==> src/hdl/hsvq_pkg.sv <==
// Shared widths, constants and hue sector codes for the HSV to RGB converter.
package hsvq_pkg;

  localparam int IN_W     = 17;
  localparam int OUT_W    = 8;
  localparam int BYTE_MAX = 255;

  // One sector per sixth of a turn, named by the dominant/secondary pair
  typedef enum logic [2:0] {
    SEC_RED_YEL = 3'd0,
    SEC_YEL_GRN = 3'd1,
    SEC_GRN_CYN = 3'd2,
    SEC_CYN_BLU = 3'd3,
    SEC_BLU_MAG = 3'd4,
    SEC_MAG_RED = 3'd5
  } sector_t;

endpackage

==> src/hdl/hsvq_rmul.sv <==
// Fixed-point multiplier with round-to-nearest on the dropped fraction bits.
module hsvq_rmul #(
  parameter int A_W  = 17,
  parameter int B_W  = 17,
  parameter int P_W  = 17,
  parameter int FRAC = 16
) (
  input  logic [A_W-1:0] a,
  input  logic [B_W-1:0] b,
  output logic [P_W-1:0] p
);

  localparam int SUM_W = A_W + B_W + 1;

  logic [SUM_W-1:0] prod;
  logic [SUM_W-1:0] half;
  logic [SUM_W-1:0] sum;

  always_comb begin
    prod = SUM_W'(a) * SUM_W'(b);
    half = SUM_W'(1) << (FRAC - 1);
    sum  = prod + half;
    p    = P_W'(sum >> FRAC);
  end

endmodule

==> src/hdl/hsv_to_rgb_q16.sv <==
// HSV to RGB colour converter, five-stage pipeline, one colour per clock while the output is taken.
//
//   channel | direction | handshake           | payload
//   --------+-----------+---------------------+----------------------------------
//   in_     | input     | in_valid/in_ready   | in_hue, in_saturation, in_brightness
//   out_    | output    | out_valid/out_ready | out_red, out_green, out_blue
//
// Throughput is one colour per clock while the output is taken; the two rounded
// multipliers each own a stage.
// Synchronous active-low reset empties the pipeline; payload registers are not reset.
// Each stage holds when its successor is full and stalled, so an empty stage
// absorbs a new transaction even while the output waits to be taken.
module hsv_to_rgb_q16
  import hsvq_pkg::*;
#(
  parameter int FRAC_BITS = 16
) (
  input  logic             clk,
  input  logic             rst_n,
  input  logic             in_valid,
  output logic             in_ready,
  input  logic [IN_W-1:0]  in_hue,
  input  logic [IN_W-1:0]  in_saturation,
  input  logic [IN_W-1:0]  in_brightness,
  output logic             out_valid,
  input  logic             out_ready,
  output logic [OUT_W-1:0] out_red,
  output logic [OUT_W-1:0] out_green,
  output logic [OUT_W-1:0] out_blue
);

  localparam int NS  = 5;
  localparam int FW  = FRAC_BITS + 1;
  localparam int SW  = (FRAC_BITS + 1 < IN_W) ? FRAC_BITS + 1 : IN_W;
  localparam int HW  = (FRAC_BITS < IN_W) ? FRAC_BITS : IN_W;
  localparam int H6W = HW + 3;
  localparam int CW  = (FW > IN_W) ? FW : IN_W;
  localparam int EW  = (FW > H6W) ? FW : H6W;
  localparam int PW  = SW + OUT_W;

  // Stage valids and ready chain
  logic [NS-1:0] vld_r;
  logic [NS:0]   rdy;

  always_comb begin
    rdy[NS] = out_ready;
    for (int k = NS - 1; k >= 0; k--) begin
      rdy[k] = !vld_r[k] || rdy[k+1];
    end
  end

  always_ff @(posedge clk) begin
    if (!rst_n) begin
      vld_r <= '0;
    end else begin
      if (rdy[0]) begin
        vld_r[0] <= in_valid;
      end
      for (int k = 1; k < NS; k++) begin
        if (rdy[k]) begin
          vld_r[k] <= vld_r[k-1];
        end
      end
    end
  end

  assign in_ready  = rdy[0];
  assign out_valid = vld_r[NS-1];

  // Stage 1: clamp saturation and value, wrap hue and scale it by six
  logic [CW-1:0]  one_cw;
  logic [CW-1:0]  s_ext;
  logic [CW-1:0]  v_ext;
  logic [CW-1:0]  s_lim;
  logic [CW-1:0]  v_lim;
  logic [HW-1:0]  h_wrap;
  logic [SW-1:0]  s1_nxt, s1_r;
  logic [SW-1:0]  v1_nxt, v1_r;
  logic [H6W-1:0] h6_1_nxt, h6_1_r;

  always_comb begin
    one_cw   = CW'(1) << FRAC_BITS;
    s_ext    = CW'(in_saturation);
    v_ext    = CW'(in_brightness);
    s_lim    = (s_ext > one_cw) ? one_cw : s_ext;
    v_lim    = (v_ext > one_cw) ? one_cw : v_ext;
    h_wrap   = in_hue[HW-1:0];
    s1_nxt   = s_lim[SW-1:0];
    v1_nxt   = v_lim[SW-1:0];
    h6_1_nxt = H6W'({h_wrap, 1'b0}) + H6W'({h_wrap, 2'b00});
  end

  always_ff @(posedge clk) begin
    if (rdy[0]) begin
      s1_r   <= s1_nxt;
      v1_r   <= v1_nxt;
      h6_1_r <= h6_1_nxt;
    end
  end

  // Stage 2: chroma, sector and the triangle weight for the secondary
  logic [EW-1:0] h6_ext;
  logic [FW-1:0] t_frac;
  logic [SW-1:0] c2_nxt, c2_r;
  logic [SW-1:0] v2_r;
  logic [FW-1:0] f2_nxt, f2_r;
  logic [2:0]    sec2_nxt, sec2_r;

  hsvq_rmul #(
    .A_W  (SW),
    .B_W  (SW),
    .P_W  (SW),
    .FRAC (FRAC_BITS)
  ) u_chroma_mul (
    .a (v1_r),
    .b (s1_r),
    .p (c2_nxt)
  );

  always_comb begin
    h6_ext   = EW'(h6_1_r);
    t_frac   = h6_ext[FW-1:0];
    // Odd sector counts down from one, even sector counts up from zero
    f2_nxt   = t_frac[FRAC_BITS] ? (FW'(0) - t_frac) : t_frac;
    sec2_nxt = 3'(h6_1_r >> FRAC_BITS);
  end

  always_ff @(posedge clk) begin
    if (rdy[1]) begin
      c2_r   <= c2_nxt;
      v2_r   <= v1_r;
      f2_r   <= f2_nxt;
      sec2_r <= sec2_nxt;
    end
  end

  // Stage 3: secondary component and offset
  logic [SW-1:0] x3_nxt, x3_r;
  logic [SW-1:0] c3_r;
  logic [SW-1:0] m3_nxt, m3_r;
  logic [2:0]    sec3_r;

  hsvq_rmul #(
    .A_W  (SW),
    .B_W  (FW),
    .P_W  (SW),
    .FRAC (FRAC_BITS)
  ) u_second_mul (
    .a (c2_r),
    .b (f2_r),
    .p (x3_nxt)
  );

  assign m3_nxt = v2_r - c2_r;

  always_ff @(posedge clk) begin
    if (rdy[2]) begin
      x3_r   <= x3_nxt;
      c3_r   <= c2_r;
      m3_r   <= m3_nxt;
      sec3_r <= sec2_r;
    end
  end

  // Stage 4: place chroma and secondary by sector, add the offset
  logic [SW-1:0] r_sel, g_sel, b_sel;
  logic [SW-1:0] r4_nxt, r4_r;
  logic [SW-1:0] g4_nxt, g4_r;
  logic [SW-1:0] b4_nxt, b4_r;

  always_comb begin
    r_sel = '0;
    g_sel = '0;
    b_sel = '0;
    case (sector_t'(sec3_r))
      SEC_RED_YEL: begin r_sel = c3_r; g_sel = x3_r; end
      SEC_YEL_GRN: begin r_sel = x3_r; g_sel = c3_r; end
      SEC_GRN_CYN: begin g_sel = c3_r; b_sel = x3_r; end
      SEC_CYN_BLU: begin g_sel = x3_r; b_sel = c3_r; end
      SEC_BLU_MAG: begin r_sel = x3_r; b_sel = c3_r; end
      SEC_MAG_RED: begin r_sel = c3_r; b_sel = x3_r; end
      default: begin
        r_sel = '0;
        g_sel = '0;
        b_sel = '0;
      end
    endcase
    r4_nxt = r_sel + m3_r;
    g4_nxt = g_sel + m3_r;
    b4_nxt = b_sel + m3_r;
  end

  always_ff @(posedge clk) begin
    if (rdy[3]) begin
      r4_r <= r4_nxt;
      g4_r <= g4_nxt;
      b4_r <= b4_nxt;
    end
  end

  // Stage 5: scale to a byte, times full scale then drop the fraction
  logic [PW-1:0]    r_scl, g_scl, b_scl;
  logic [OUT_W-1:0] red_nxt, red_r;
  logic [OUT_W-1:0] green_nxt, green_r;
  logic [OUT_W-1:0] blue_nxt, blue_r;

  always_comb begin
    r_scl     = PW'(r4_r) * PW'(BYTE_MAX);
    g_scl     = PW'(g4_r) * PW'(BYTE_MAX);
    b_scl     = PW'(b4_r) * PW'(BYTE_MAX);
    red_nxt   = OUT_W'(r_scl >> FRAC_BITS);
    green_nxt = OUT_W'(g_scl >> FRAC_BITS);
    blue_nxt  = OUT_W'(b_scl >> FRAC_BITS);
  end

  always_ff @(posedge clk) begin
    if (rdy[4]) begin
      red_r   <= red_nxt;
      green_r <= green_nxt;
      blue_r  <= blue_nxt;
    end
  end

  assign out_red   = red_r;
  assign out_green = green_r;
  assign out_blue  = blue_r;

`ifndef SYNTHESIS
  a_empty_out_ready : assert property (@(posedge clk) disable iff (!rst_n)
    !out_valid |-> in_ready)
    else $error("pipeline refused a transaction with an empty output stage");

  a_chroma_le_value : assert property (@(posedge clk) disable iff (!rst_n)
    vld_r[1] |-> (c2_r <= v2_r))
    else $error("chroma exceeds value");

  a_second_le_chroma : assert property (@(posedge clk) disable iff (!rst_n)
    vld_r[2] |-> (x3_r <= c3_r))
    else $error("secondary component exceeds chroma");

  a_stall_holds_stage : assert property (@(posedge clk) disable iff (!rst_n)
    vld_r[3] && !rdy[3] |=> vld_r[3] && $stable(r4_r) && $stable(g4_r) && $stable(b4_r))
    else $error("stalled stage lost its transaction");
`endif

endmodule
==> config.mk <==
export PLATFORM = sky130hd
export DESIGN_NAME = hsv_to_rgb_q16
export DESIGN_NICKNAME = d
export VERILOG_FILES = /design/src/hdl/hsvq_pkg.sv /design/src/hdl/hsvq_rmul.sv /design/src/hdl/hsv_to_rgb_q16.sv
export SDC_FILE = /design/constraint.sdc
export NUM_CORES = 2
export LEC_CHECK = 0
export ABC_AREA = 1
export BUFFER_PORTS_ARGS = -buffer_cell sky130_fd_sc_hd__buf_4
export CAP_MARGIN = 40
export CORE_MARGIN = 1
export CORE_UTILIZATION = 65
export CTS_BUF_LIST = sky130_fd_sc_hd__clkbuf_2 sky130_fd_sc_hd__clkbuf_4 sky130_fd_sc_hd__clkbuf_8
export CTS_CLUSTER_DIAMETER = 60
export DETAILED_ROUTE_END_ITERATION = 6
export GPL_TIMING_DRIVEN = 0
export PLACE_DENSITY = 0.81
export SETUP_SLACK_MARGIN = 0.1
export SYNTH_ARGS = -nofsm -noshare
export SYNTH_HDL_FRONTEND = slang
export SYNTH_SLANG_ARGS = --single-unit
==> constraint.sdc <==
create_clock -name clk -period 6.32 [get_ports clk]
set_clock_uncertainty 0.15 [all_clocks]
set_input_delay 0 -clock clk [delete_from_list [all_inputs] [get_ports clk]]
set_output_delay 0 -clock clk [all_outputs]
set_load 0.05 [all_outputs]
==> Word-level counts from Yosys, hierarchy flattened <==
Cells that the tools add are included.
{ "totals": {"output_inout_bits": 26, "ff_bits": 241, "input_bits": 55, "word_cells": 64} }
{ "op_classes": {"n_mul": 5, "add_sub_neg": 8, "n_reduce_logical": 17, "order_cmp": 2, "n_mux": 4, "eq_ne": 5} }
{ "op_table": {"columns": ["operator", "count"], "rows": [
  ["one-hot mux 17 bit (2 select lines)", 3],
  ["multiplier 17 x 8 -> 24 bit, second input constant", 3],
  ["adder 33 x 16 -> 33 bit, second input constant", 2],
  ["multiplier 17 x 17 -> 33 bit", 2],
  ["adder 17 bit", 3],
  ["> comparator 17 bit, second input constant", 2],
  ["adder 17 x 18 -> 19 bit", 1],
  ["subtractor 1 x 17 -> 17 bit, first input constant", 1],
  ["subtractor 17 bit", 1],
  ["two-way mux 16 bit", 1],
  ["OR reduction 2 bit", 6],
  ["equality test 3 x 2 -> 1 bit, second input constant", 2],
  ["equality test 3 bit, second input constant", 2],
  ["zero test 1 bit", 5],
  ["logical OR 1 bit", 5],
  ["equality test 3 x 1 -> 1 bit, second input constant", 1],
  ["zero test 3 bit", 1]
]} }

==> Longest topological paths before layout <==
{ "logic_depth": {"word_depth": 6, "depth_mapped": 28, "depth_no_buf": 26} }

==> Modules after synthesis <==
A second synthesis with hierarchy kept.
{ "hier_totals": {"cells_unflattened": 5511, "area_unflattened_um2": 43397.9} }
{ "modules_own_cells": {"columns": ["mod", "instances", "cells_per_inst", "seq_area_each_um2", "area_each_um2"], "rows": [
  ["hsv_to_rgb_q16", 1, 2591, 7126.8, 22734.3],
  ["hsvq_rmul (u_chroma_mul)", 1, 1461, 0.0, 10348.7],
  ["hsvq_rmul (u_second_mul)", 1, 1459, 0.0, 10314.9]
]} }

==> Worst setup path before layout <==
No wires, ideal clock.
{ "synth_path": {"kind": "register to register", "start": "register c2_r[6]", "end": "register x3_r[16] (data pin)", "path_stages_with_launch": 24, "setup_time_ps": 252, "required_time_ps": 5918, "period_less_slack_ps": 5545, "setup_slack_ps": 775, "t_arrival_ps": 5143, "n_path_buf": 2, "cell_sequence": "edfxtp_1 clkbuf_1 clkbuf_1 nand2_1 fa_1 inv_1 fa_1 inv_1 fa_1 inv_1 fa_1 fa_1 inv_1 fa_1 inv_1 ha_1 a21oi_1 o21ai_0 nor2_1 nand2_4 nand2_2 nand2_1 nand2_1 nand2_1"} }
{ "synth_via": {"elab_chain_cells": 2} }
{ "synth_rtl": {"columns": ["element", "line_no", "rtl"], "rows": [
  ["start, declared", "hsv_to_rgb_q16.sv:104", "logic [SW-1:0] c2_nxt, c2_r;"],
  ["start signal, assigned", "hsv_to_rgb_q16.sv:130", "c2_r <= c2_nxt;"],
  ["multiplier 17 x 17 -> 33 bit", "hsvq_rmul.sv:20", "prod = SUM_W'(a) * SUM_W'(b);"],
  ["adder 33 x 16 -> 33 bit", "hsvq_rmul.sv:22", "sum = prod + half;"],
  ["via u_second_mul.p[16]", "hsvq_rmul.sv:10", "output logic [P_W-1:0] p"],
  ["end signal, assigned", "hsv_to_rgb_q16.sv:158", "x3_r <= x3_nxt;"],
  ["end, declared", "hsv_to_rgb_q16.sv:138", "logic [SW-1:0] x3_nxt, x3_r;"]
]} }
The timed path passes the listed nets, and every way through them passes these cells.
A chain may end at the register's enable or synchronous reset.

==> Worst setup path in the final report <==
{ "layout_path": {"start": "register v1_r[8]", "end": "register c2_r[5] (data pin)"} }
{ "layout_via": {"elab_chain_cells": 2} }
{ "layout_rtl": {"columns": ["element", "line_no", "rtl"], "rows": [
  ["start, declared", "hsv_to_rgb_q16.sv:78", "logic [SW-1:0] v1_nxt, v1_r;"],
  ["start signal, assigned", "hsv_to_rgb_q16.sv:96", "v1_r <= v1_nxt;"],
  ["multiplier 17 x 17 -> 33 bit", "hsvq_rmul.sv:20", null],
  ["adder 33 x 16 -> 33 bit", "hsvq_rmul.sv:22", null],
  ["via c2_nxt[5]", "hsv_to_rgb_q16.sv:104", null]
]} }
The timed path passes the listed nets, and every way through them passes these cells.

==> key figures <==
Status
  – Status: finished with violations
  – Failing checks: design-rule violations

Timing
  – Setup TNS: 0 ps
  – Worst Tran Pin Value: 651 ps
  – Max-slew violations: 0
  – Post-route minimum period: slightly above 6000 ps
  – Final hold viol count: 0
  – Crit share post-route: 96.4%
  – RSZ-0062 raised after global routing: true
  – Final setup fails: 0
  – Worst slew margin: 56.5%
  – Maximum clock rate: 164 MHz

Clocking
  – CTS Buffer Depth: 3
  – CTS tree: done
  – Num CTS Buffers: 45
  – CTS Sinks: around 240
  – Clock root cell: clkbuf_8
  – CTS clk-pin slew, worst paths: 70 ps
  – Clock latency on the worst-skew pair: 650 ps
  – H-tree lvl count: 2

Floorplanning
  – DIE WIDTH: ~260 microns
  – Starting Density: 66.1%
  – I/O Pins: 81
  – Chip Height: ~260 microns
  – # rows: 92
  – Core Area: ~63000 sq um
  – Die area: 65500 sq um

Worst setup path
  – Critical path class: flip-flop to flip-flop
  – R2R Path End: c2_r[5]$_DFFE_PP_
  – CP most frequent cell: fa_1
  – Slowest cell on crit path: fa_1
  – Worst r2r src: v1_r[8]$_SDFFCE_PN0P_
  – Startpoint types: flip-flop
  – Crit path cell chain: clkbuf_2 -> clkbuf_4 -> nand2_1 -> fa_1 -> inv_1 -> fa_1 -> fa_1 -> fa_1 -> fa_1 -> fa_1 -> ha_1 -> nand2_2 -> o21ai_0 -> nand2_1 -> nand2_1 -> inv_2 -> nand3_1 -> nand2_1 -> clkinv_1 -> nor2_1
  – WP data arrival: 6310 ps
  – Setup crit start: v1_r[8]$_SDFFCE_PN0P_
  – Critical path capture point type: flip-flop
  – Worst r2r path cells: 20
  – R2r setup slk: 230 ps
  – CP peak stage delay: between 500 and 600 ps
  – Worst-path fanout max: 10
  – WP data required: 6540 ps

Route
  – Iter 0 DRT Violations: 2914
  – Per-cell routed wire length: 17.0 microns
  – Drt via density: 5.44
  – Pre-Repair DR Iteration Count: 7
  – # DRC: 3
  – Routed Antenna Nets: 0
  – Via count: 34100
  – WL final: 107000 microns

Yosys
  – Mapped Avg Cell Area: 8.09 sq um
  – Syn Inst Count: ~5200
  – Sequential cell area fraction in the yosys report: 17.0%
  – Top cells by area, synth: fa_1 (31%), edfxtp_1 (17%), inv_1 (13%), ha_1 (13%), nand2_1 (11%)
  – Post-synth ARST share: 0%
  – EDFF count, synth: 234
  – Most frequent cells after synthesis: inv_1 (1428), nand2_1 (1227), fa_1 (657), ha_1 (421), nor2_1 (245)
  – Ys Warns: 0
  – Synthesized net count: 6311
  – Top cell type's share of synthesized area: 31.4%
  – Yosys cell types: 49
  – Leading area contributor after synthesis: fa_1
  – Post-synthesis cell area: between 40000 and 50000 sq um
  – Top-count cell post-synth: inv_1
  – FF+latch count, synth: 239
  – Top FF cell, synth: edfxtp_1

Finish
  – Syn-to-layout area delta: 9.47%
  – Fill count: 4739
  – Nets: 6529
  – Share of cells above drive strength 1: 6.53%

Hold path
  – Hold_sp: rst_n
  – Worst Hold Class: primary input to flip-flop
  – Worst Hold End: vld_r[1]$_SDFFE_PN0P_
  – Hold Crit Depth: 4

Placed design
  – Routability Congestion: approximately 1
  – Post-DP HPWL: 86300 microns
  – Input/output buffers: 79

Global routing
  – GRT Overall Usage: between 30% and 40%
  – Number of global-route vias before repair: 35800
  – Largest net degree at the start of global routing: 45
  – First-pass GRT wire length: 177000 microns
  – Grt total ovfl: 0
  – Initial antenna violation count: 1

Run
  – Max Cap Viol: 0
state kept, by name (all words and copies together), names as in the netlist, 16 cells and up:
name	flops
r4_r	17
m3_r	17
v2_r	17
h6_1_r	18
x3_r	17
c2_r	17
s1_r	17
g4_r	17
f2_r	16
c3_r	17
v1_r	17
b4_r	17
layer usage:
layer  wire length, microns  vias up  part of all wire, %  global-route usage [%]
met1                  42300    16200                   40                    43.4
met5                      0        -                    0                       0
met2                  50300     1648                   47                    56.5
met4                   4170        0                  3.9                    13.1
met3                  10300      331                  9.6                    7.22
li1                       -    16000                    -                       -
cells in the final DEF (no fill, tap or decap), drive strengths merged, types with 2 or more instances in the layout:
cell	n
nand2b	2
edfxtp	234
bufinv	3
clkbuf	137
nor2	249
dfxtp	5
nand3	137
dlygate4sd3	84
or2	4
nand3b	4
nand4	47
nor3	40
o21a	7
a21oi	211
and2	4
clkinv	26
o21ai	112
diode	2
xnor2	20
nand2	1241
inv	1442
a21o	17
nor4	8
o22ai	51
ha	421
xor2	78
fa	657
o21bai	27
o31ai	6
clkinvlp	3
a31oi	6
a21boi	4
buf	144
critical path, delay by kind of cell (launching register included):
kind | cells | cell delay (ps)
fa+ha+maj | 7 | 3500
buf+inv | 5 | 810
simple gates | 7 | 690
flops | 1 | 370
compound gates | 1 | 300
how the worst max path moves through the flow:
stage	to	slack, ps	depth (start not counted)
after floorplan	x3_r[16]$_DFFE_PP_	780	23
after global placement	x3_r[12]$_DFFE_PP_	-390	23
after global routing	c2_r[16]$_DFFE_PP_	50	22
after CTS	c2_r[8]$_DFFE_PP_	100	24
final	c2_r[5]$_DFFE_PP_	230	20
after detailed placement	x3_r[12]$_DFFE_PP_	-540	23
through the flow:
| step | area, sq um | hold WS, ps | instances | util (%) | setup slack, ps |
|---|---|---|---|---|---|
| floorplan | 41900 | -51.1 | 5178 | - | 775 |
| global placement | 43500 | 41.4 | 6103 | 68.7 | -388 |
| detailed placement | 43700 | 45.1 | 6108 | 68.8 | -536 |
| CTS | 45500 | 0.189 | 6266 | 71.7 | 102 |
| global route | 45900 | 73.6 | 6281 | 72.3 | 46.8 |
| finish | 45900 | 52.0 | 6281 | 72.3 | 226 |
repair_timing:
action	in CTS	in global routing
endpoints found under the setup margin	34	34
endpoints found under the hold margin	65	0
setup buffers	1	27
resized for setup	74	151
hold buffers	84	0
area by class of cell:
| class | count | area (sq um) | share of cell area, % |
|---|---|---|---|
| well taps | 846 | 1060 | 2.31 |
| plain buffers | 119 | 702 | 1.53 |
| inverters | 1440 | 5410 | 11.8 |
| multi-input cells | 3355 | 28900 | 63.0 |
| diodes | 2 | 5.00 | 0.0109 |
| flip-flops and latches | 239 | 7130 | 15.5 |
| clock buffers | 50 | 663 | 1.45 |
| repair buffers | 196 | 1750 | 3.82 |
| clock inverters | 34 | 270 | 0.589 |
cell families after synthesis:
kind of cell	share of synthesized area, %
simple gates	16.8
buf+inv	14.3
fa+ha+maj	44.0
compound gates	5.97
flops	17.0
xor+xnor	2.05
Power is not shown: default switching activity piles up to over one toggle a cycle in this logic, so the estimate is an artifact.
